`config.mk`:
```
export PLATFORM = sky130hd
export DESIGN_NAME = mlie_front
export DESIGN_NICKNAME = d
export VERILOG_FILES = /design/src/rtl/core/mlie_pkg.sv /design/src/rtl/core/mlie_front.sv
export SDC_FILE = /design/constraint.sdc
export NUM_CORES = 1
export LEC_CHECK = 0
export ABC_AREA = 1
export BUFFER_PORTS_ARGS = -buffer_cell sky130_fd_sc_hd__buf_4
export CORE_MARGIN = 2
export CORE_UTILIZATION = 50
export DETAILED_ROUTE_END_ITERATION = 8
export GPL_ROUTABILITY_DRIVEN = 0
export PLACE_DENSITY = 0.78
export SLEW_MARGIN = 25
export SYNTH_ARGS = -nofsm -noshare
export SYNTH_HDL_FRONTEND = slang
export SYNTH_SLANG_ARGS = --single-unit
```
`constraint.sdc`:
```
create_clock -name clock -period 2.1 [get_ports clock]
set_input_delay 0.105 -clock clock [delete_from_list [all_inputs] [get_ports clock]]
set_output_delay 0.105 -clock clock [all_outputs]
set_load 0.01 [all_outputs]
```
`src/rtl/core/mlie_pkg.sv`:
```
`timescale 1ns / 1ps
package mlie_pkg;

   typedef enum logic [4:0] {
      OP_ADD  = 5'd0,  OP_ADDI = 5'd1,  OP_SUB  = 5'd2,  OP_SUBI = 5'd3,
      OP_MUL  = 5'd4,  OP_MULI = 5'd5,  OP_OR   = 5'd6,  OP_ORI  = 5'd7,
      OP_AND  = 5'd8,  OP_ANDI = 5'd9,  OP_XOR  = 5'd10, OP_XORI = 5'd11,
      OP_LDW  = 5'd12, OP_STW  = 5'd13, OP_BZ   = 5'd14, OP_BEQ  = 5'd15,
      OP_JR   = 5'd16, OP_HALT = 5'd17
   } opcode_type;

   localparam logic [31:0] PC_STEP = 32'd4;

   // decoded beat passed from front to back
   typedef struct packed {
      logic [4:0]  action;
      logic [4:0]  src_reg;
      logic [4:0]  second_reg;
      logic [4:0]  dest_reg;
      logic [31:0] imm;
      logic        bad_op;
   } decoded_type;

   // one result beat
   typedef struct packed {
      logic [31:0] next_pc;
      logic        halted;
      logic        reg_write_valid;
      logic [4:0]  reg_write_index;
      logic [31:0] reg_write_value;
      logic        mem_write_valid;
      logic [9:0]  mem_word_index;
      logic [31:0] mem_write_value;
      logic        invalid_opcode;
      logic        address_error;
   } result_type;

endpackage

```
`src/rtl/core/mlie_front.sv`:
```
`timescale 1ns / 1ps
module mlie_front
   import mlie_pkg::*;
#(
   parameter int REG_COUNT = 32
) (
   input  logic              clock,
   input  logic              reset,
   input  logic              req_push,
   output logic              req_full,
   input  logic [4:0]        req_action,
   input  logic [4:0]        req_src_reg,
   input  logic [4:0]        req_second_reg,
   input  logic [4:0]        req_dest_reg,
   input  logic signed [15:0] req_immediate,
   output logic              dq_valid,
   output decoded_type       dq_data,
   input  logic              dq_take
);
   localparam int DEPTH = 2;
   decoded_type buf_ff [DEPTH];
   logic [0:0] wr_ptr_ff, wr_ptr_in, rd_ptr_ff, rd_ptr_in;
   logic [1:0] cnt_ff, cnt_in;
   decoded_type dec;
   logic push_ok, pop_ok;

   // a 5-bit index is below four times REG_COUNT, so three subtracts suffice
   function automatic logic [4:0] reduce(input logic [4:0] idx);
      logic [5:0] r;
      r = {1'b0, idx};
      for (int i = 0; i < 3; i++) begin
         if (r >= 6'(REG_COUNT)) r = r - 6'(REG_COUNT);
      end
      reduce = r[4:0];
   endfunction

   // classify the opcode, reduce register indexes and sign-extend the immediate
   always_comb begin
      dec.action     = req_action;
      dec.src_reg    = reduce(req_src_reg);
      dec.second_reg = reduce(req_second_reg);
      dec.dest_reg   = reduce(req_dest_reg);
      dec.imm        = {{16{req_immediate[15]}}, req_immediate};
      dec.bad_op     = (req_action > OP_HALT);
   end

   assign req_full = (cnt_ff == 2'(DEPTH));
   assign push_ok  = req_push && !req_full;
   assign pop_ok   = dq_take && (cnt_ff != 2'd0);
   assign dq_valid = (cnt_ff != 2'd0);
   assign dq_data  = buf_ff[rd_ptr_ff];

   always_comb begin
      wr_ptr_in = wr_ptr_ff + 1'(push_ok);
      rd_ptr_in = rd_ptr_ff + 1'(pop_ok);
      cnt_in    = cnt_ff + 2'(push_ok) - 2'(pop_ok);
   end

   // advance queue pointers
   always_ff @(posedge clock) begin
      if (reset) begin
         wr_ptr_ff <= '0;
         rd_ptr_ff <= '0;
         cnt_ff    <= '0;
      end else begin
         wr_ptr_ff <= wr_ptr_in;
         rd_ptr_ff <= rd_ptr_in;
         cnt_ff    <= cnt_in;
      end
   end

   // hold queued beats
   always_ff @(posedge clock) begin
      if (push_ok) begin
         buf_ff[wr_ptr_ff] <= dec;
      end
   end
endmodule

```
# == After elaboration in Yosys (flattened, before gate mapping) ==
# Memories as Yosys holds them, arrays and structs flattened. A register that Yosys moved wholly into a read port is not among the register bits.
# Index checks and enable logic that the tools add are counted.
# Widths: inputs -> output; s select.
# totals
latch_bits,0
inputBits,40
romBits,0
mem_bits_rw,106
regBits,4
output_inout_bits,55
memories,1
# op_classes
shifts,0
div,0
bitwise_logic,0
n_addsub,4
eq_ne,1
n_mux,3
magnitude_cmp,1
n_mul,0
n_reduce_logical,4
# mem_list
name,depth,word_bits,rd,rd_ports_with_merged_regs,write_ports,line,source
buf_ff,2,53,1,1,1,mlie_front.sv:21,decoded_type buf_ff [DEPTH];
# op_table
cell,count
$gt 5x5->1 const B,1
$mux 1,3
$add 1x1->1,2
$add 2x1->2,1
$eq 2x2->1 const B,1
$logic_and 1x1->1,2
$reduce_bool 2->1,1
$sub 2x1->2,1
$logic_not 1->1,1

# == Logic depth before layout (Yosys ltp) ==
# Gate-level depths: netlist (run 1).
# depth
depth_word,5
ltp_mapped,10

# == Worst setup path before layout (run 1) ==
# No wires, ideal clock.
# synth_path
path_kind,register to register
start,register cnt_ff[1]
end,memory buf_ff[1][0] (netlist bit) (enable)
path_stages_with_launch,5
required_ps,1702
setup_time_ps,398
n_path_buf,0
setup_slack_ps,178
arrival_time_ps,1525
path_cell_list,dfxtp_1 -> inv_1 -> o21ai_0 -> inv_1 -> ha_1
# synth_via
elab_chain_len,5
# synth_lines
element,line,source
start: declaration,mlie_front.sv:23,"logic [1:0] cnt_ff, cnt_in;"
start signal: assignment,mlie_front.sv:68,cnt_ff <= cnt_in;
$eq 2x2->1,mlie_front.sv:47,assign req_full = (cnt_ff == 2'(DEPTH));
$logic_not 1->1,mlie_front.sv:48,assign push_ok = req_push && !req_full;
$logic_and 1x1->1,mlie_front.sv:48,
$mux 1,mlie_front.sv:74,if (push_ok) begin
$mux 1 (not written as such),mlie_front.sv:75,buf_ff[wr_ptr_ff] <= dec;
end: declaration,mlie_front.sv:21,
# Every way passes these cells.

==> run summary, run 1 <==
Worst-path clk slew: 70 ps
Synthesis-to-finish area growth: 41.0%
Die X: 82.4 um
Number of global-route vias before repair: 1865
Hold_buf cts: 37
Initial antenna violation count: 0
Post-cts sizing count: 0
Core ar.: 0.00592 mm2
Gr busiest metal: met2
Initial DRC Count: 78
Setup Viol. Count Final: 0
CTS tree: done
Final setup TNS: 0 ps
RSZ-0062 raised after global routing: no
Global route overflow: 0
# IOs: 95
Highest Clock Rate: 0.543 GHz
Syn avg cell area: 18.2 um2
Crit end category: primary output
Initial Utilization: 51.9%
Share of layout cells above drive strength 1: 51.2%
Synth Register Bits: 78
Met1 global-route usage: 23.2%
Post-layout min period: 1840 ps
Crit path launch type: flop
Syn nets: 213
Post-synthesis cell count: 169
Largest net degree at the start of global routing: 25
Fin nets: 340
Vias: 1789
Status: complete, no violations
Vias/cell: 4.76
Gr usage total: 18.3%
GRT met3 Usage: 3.80%
Tot Pwr: 4.80 mW
Clock Path Buffers: 2
Final worst-path cycle share: 87.6%
Distinct cells, synth: 14
Area of the die: 0.00679 mm2
Final wirelength: 5.78 mm
H-tree Lvls: 3
DR DRC count: 0
Post-synthesis cell area: 0.00308 mm2
Row count: 28
First-pass GRT wire length: 8.91 mm
Power density cells: 1110 mW/mm2
Antenna cells: 0
Fin. max-slew vios: 0
Max VDD drop: 0.770 mV
CTS sink count: 78
Tightest Pin Transition: 476 ps
Setup ws final: 260 ps
Die Ht: 82.4 um
Average routed wire per standard cell: 15.4 um
First-pass DRT Iterations: 4
Max-cap check violation count: 0
HPWL Detailed: 3.71 mm
Headroom to the max-slew limit: 68.3%
Clk Latency, worst-skew pair: 330 ps
Fin Clk Skew: 3.56 ps
Grt met2 use: 30.6%
Post-route ant nets: 0
Req. time, crit path: 2000 ps
Port-buffer cells: 94
Critical path class: flop to primary output
Crit path DAT: 1740 ps
Setup bufs post-CTS: 0
Hold Fails Final Rpt: 0
Yosys Warn Count: 0
Clock Tree Root: clkbuf_8
Crit-path max FO: 22
Leak pwr: 1.74 nW
Post-synthesis sequential area ratio: 74.9%
Worst slack at placement: 520 ps
CTS Buf Count: 9
Worst hold path class: input pin to flop
final cells by class:
class | instances | area, um2
Inverter | 11 | 41.3
Tap cell | 75 | 93.8
Clock buffer | 11 | 141
Clock inverter | 5 | 50.0
Sequential cell | 78 | 2300
Fill cell | 370 | 1590
Multi-Input combinational cell | 60 | 579
Timing Repair Buffer | 136 | 1130
layer usage:
| layer | vias to the layer above | part of all wire (%) |
|---|---|---|
| li1 | 857 | - |
| met1 | 856 | 42 |
| met2 | 69 | 51 |
| met3 | 7 | 5.7 |
| met4 | 0 | 1.0 |
| met5 | - | 0 |
placed cells by master, fill, tap and decap left out, types with 3 or more instances in the layout:
| master | synthesis | final |
|---|---|---|
| nor2_1 | 9 | 9 |
| dlygate4sd3_1 | 0 | 37 |
| buf_4 | 18 | 98 |
| clkinv_2 | 0 | 4 |
| clkbuf_8 | 0 | 10 |
| inv_1 | 11 | 11 |
| dfxtp_1 | 4 | 3 |
| edfxtp_1 | 74 | 74 |
| mux2_4 | 8 | 8 |
| nand2_1 | 5 | 5 |
| mux2_2 | 29 | 29 |
per-stage QoR:
stage	std cells	instance area (um2)	utilization (%)	hold WS [ps]
final	376	4340	73.2	113
after CTS	376	4340	73.2	63.3
after detailed placement	323	3770	63.7	293
after floorplan	169	3080	-	172
after global placement	323	3770	63.7	288
after global routing	376	4340	73.2	117
critical path, cell delays in order (launching register included):
cell and delay, ps:
dfxtp_2 630, buf_12 250, mux2_2 360, buf_4 150
registers in the layout, indices dropped and copies added, names as in the netlist:
name	cells
buf_ff	74
wr_ptr_ff	1
rd_ptr_ff	1
cnt_ff	2
final timing paths:
check                           slack [ps]                    to                 start  cells past startpoint
worst max-delay path                   260           dq_data[52]  rd_ptr_ff$_SDFF_PP0_                      3
worst min-delay path                   110  rd_ptr_ff$_SDFF_PP0_               dq_take                      4
worst max register to register         480  cnt_ff[1]$_SDFF_PP0_  cnt_ff[1]$_SDFF_PP0_                     10
worst min register to register         590  wr_ptr_ff$_SDFF_PP0_  wr_ptr_ff$_SDFF_PP0_                      3
synth_stat cells, drive strengths merged:
cell type  count  area share [%]
mux2          37              15
nand3          2            0.33
o21ai          1            0.16
nor3           1            0.16
nand2          5            0.61
dfxtp          4             2.6
a21oi          1            0.16
inv           11             1.3
ha             4             1.6
buf           20             5.1
edfxtp        74              72
nor2           9             1.1
power breakdown:
| group | internal [mW] | leakage (nW) | switching (mW) |
|---|---|---|---|
| sequential | 2.02 | 0.725 | 0.114 |
| clock | 0.574 | 0.103 | 0.501 |
| combinational | 0.861 | 0.911 | 0.734 |
cell families (layout without fill, tap and decap cells):
| group | Yosys count | count (layout) | share of synthesized area (%) |
|---|---|---|---|
| buffers and inverters | 31 | 163 | 6.47 |
| adders and majority gates | 4 | 4 | 1.63 |
| DFF | 78 | 78 | 74.9 |
| and+or+nand+nor | 17 | 17 | 2.20 |
| AOI/OAI and AO/OA | 2 | 2 | 0.325 |
| muxes | 37 | 37 | 14.5 |
(Power assumes the default switching activity.)
==> inputs of run 2 (changes only) <==
CORE_ASPECT_RATIO = 0.8   (was default)
==> run summary, run 2 (synthesized netlist as in run 1, its figures left out) <==
Reg2reg setup slack: 450 ps
Power density cells: 1120 mW/mm2
Largest net degree at the start of global routing: 21
Crit end category: primary output
Synthesis-to-finish area growth: 42.2%
DR DRC count: 0
Biggest register: buf_ff
Fin. max-slew vios: 0
CTS tree: done
Area of the die: 0.00680 mm2
Headroom to the max-slew limit: 72.2%
Tightest Pin Transition: 417 ps
Worst hold path class: input pin to flop
Hold Fails Final Rpt: 0
R2R Path End: cnt_ff[1]$_SDFF_PP0_
Worst-path clk slew: 70 ps
Final wirelength: 5.54 mm
First-pass GRT wire length: 8.81 mm
Clock Path Buffers: 2
Leak pwr: 1.75 nW
H-tree Lvls: 3
Final worst-path cycle share: 85.1%
Max VDD drop: 0.741 mV
Reg power frac: 43.3%
Post-layout min period: 1790 ps
Crit path DAT: 1680 ps
Vias/cell: 4.66
Sw Share: 27.6%
Fin nets: 341
Initial antenna violation count: 0
Critical path class: flop to primary output
Cell count of the worst reg-to-reg path: 10
Clock Tree Root: clkbuf_8
First-pass DRT Iterations: 4
Slowest cell on the critical path: dfxtp_2
Core ar.: 0.00591 mm2
Final setup TNS: 0 ps
Die Ht: 74.1 um
Average routed wire per standard cell: 14.5 um
Fin Clk Skew: 5.93 ps
Highest Clock Rate: 0.559 GHz
Internal power: 3.56 mW
HPWL Detailed: 3.38 mm
Tot Pwr: 4.91 mW
# IOs: 95
CTS Buf Count: 9
Req. time, crit path: 2000 ps
Row count: 25
Share of layout cells above drive strength 1: 51.3%
Initial Utilization: 52.0%
Placed standard-cell area: 0.00379 mm2
Number of global-route vias before repair: 1856
Hold EP: rd_ptr_ff$_SDFF_PP0_
Non-Filler Instances: 383
Crit-path max FO: 20
Hold Path Depth: 4
Global route overflow: 0
Most common cell after layout, fill and taps aside: buf_4
Clk Latency, worst-skew pair: 340 ps
Post-route ant nets: 0
Combinational fraction of design power: 32.9%
Power dissipated by switching net loads: 1.35 mW
Max-cap check violation count: 0
Minimum hold slack: 47.1 ps
Gr usage total: 17.3%
Dpl cells: 330
Initial DRC Count: 70
Post-cts sizing count: 0
Critical Path Max Stage Delay: 590 ps
Vias: 1784
CTS sink count: 78
Antenna cells: 0
Port-buffer cells: 94
Largest regs: buf_ff (74), cnt_ff (2)
Worst min-delay path startpoint: dq_take
Crit path launch type: flop
Clk pwr share: 23.7%
Status: complete, no violations
FF-to-FF Start: cnt_ff[1]$_SDFF_PP0_
Die X: 91.7 um
Post-route cell area: 0.00437 mm2
RSZ-0062 raised after global routing: no
Setup Viol. Count Final: 0
Setup bufs post-CTS: 0
Most frequent cells in the layout: buf_4, edfxtp_1, dlygate4sd3_1
CP Cell Sequence: buf_12 -> mux2_2 -> buf_4
Largest register FFs: 74
run 2: cell types whose count changed in the layout (fill, tap and decap cells not counted):
cell        previous run  this run
clkinvlp_4             0         1
bufinv_16              1         2
clkinv_4               0         1
buf_4                 98        99
clkbuf_8              10         9
clkinv_2               4         2
run 2: worst max-delay path by stage:
stage / startpoint / to / slack, ps / depth (start not counted)
CTS: rd_ptr_ff$_SDFF_PP0_ / dq_data[44] / 290 / 3
global route: rd_ptr_ff$_SDFF_PP0_ / dq_data[10] / 230 / 3
finish: rd_ptr_ff$_SDFF_PP0_ / dq_data[42] / 310 / 3
floorplan: cnt_ff[1]$_SDFF_PP0_ / buf_ff[1][0]$_DFFE_PP_ / 180 / 4
detailed placement: cnt_ff[1]$_SDFF_PP0_ / cnt_ff[1]$_SDFF_PP0_ / 560 / 10
global placement: rd_ptr_ff$_SDFF_PP0_ / dq_data[44] / 670 / 3
run 2: worst max-delay path, delay by kind of cell, from the launching register on:
family | cells | cell delay [ps]
flip-flops | 1 | 590
buffers and inverters | 2 | 380
multiplexers | 1 | 370
run 2: per-stage QoR:
stage               setup WS (ps)  utilization [%]
floorplan                     178                -
global placement              674             64.1
detailed placement            557             64.1
CTS                           291             74.0
global route                  234             74.0
finish                        312             74.0
run 2: cell type report:
class,count,area [um2]
clock buffers,10,128
fillers,376,1540
inverters,11,41.3
well taps,81,101
clock inverters,6,86.3
repair buffers,137,1130
flip-flops and latches,78,2300
multi-input cells,60,579
run 2: what timing repair did:
item                                   CTS  global route
endpoints found under the hold margin   74             0
hold buffers                            37             0
setup endpoints to repair                0             0
run 2: per-layer routing:
layer  part of all wire, %  wire, um  GRT usage (%)
met1                    38      2110           18.9
met4                  0.58        32           4.04
met5                     0         0              0
met2                    54      2990           32.8
met3                   7.2       400           6.28
run 2: power by group through the flow:
| stage | clock network, mW | logic (mW) | registers [mW] |
|---|---|---|---|
| detailed placement | 0 | 1.56 | 2.16 |
| finish | 1.17 | 1.62 | 2.13 |
| global route | 1.25 | 1.75 | 2.16 |
| CTS | 1.19 | 1.62 | 2.13 |
| global placement | 0 | 1.54 | 2.15 |
| floorplan | 0 | 0.993 | 2.11 |
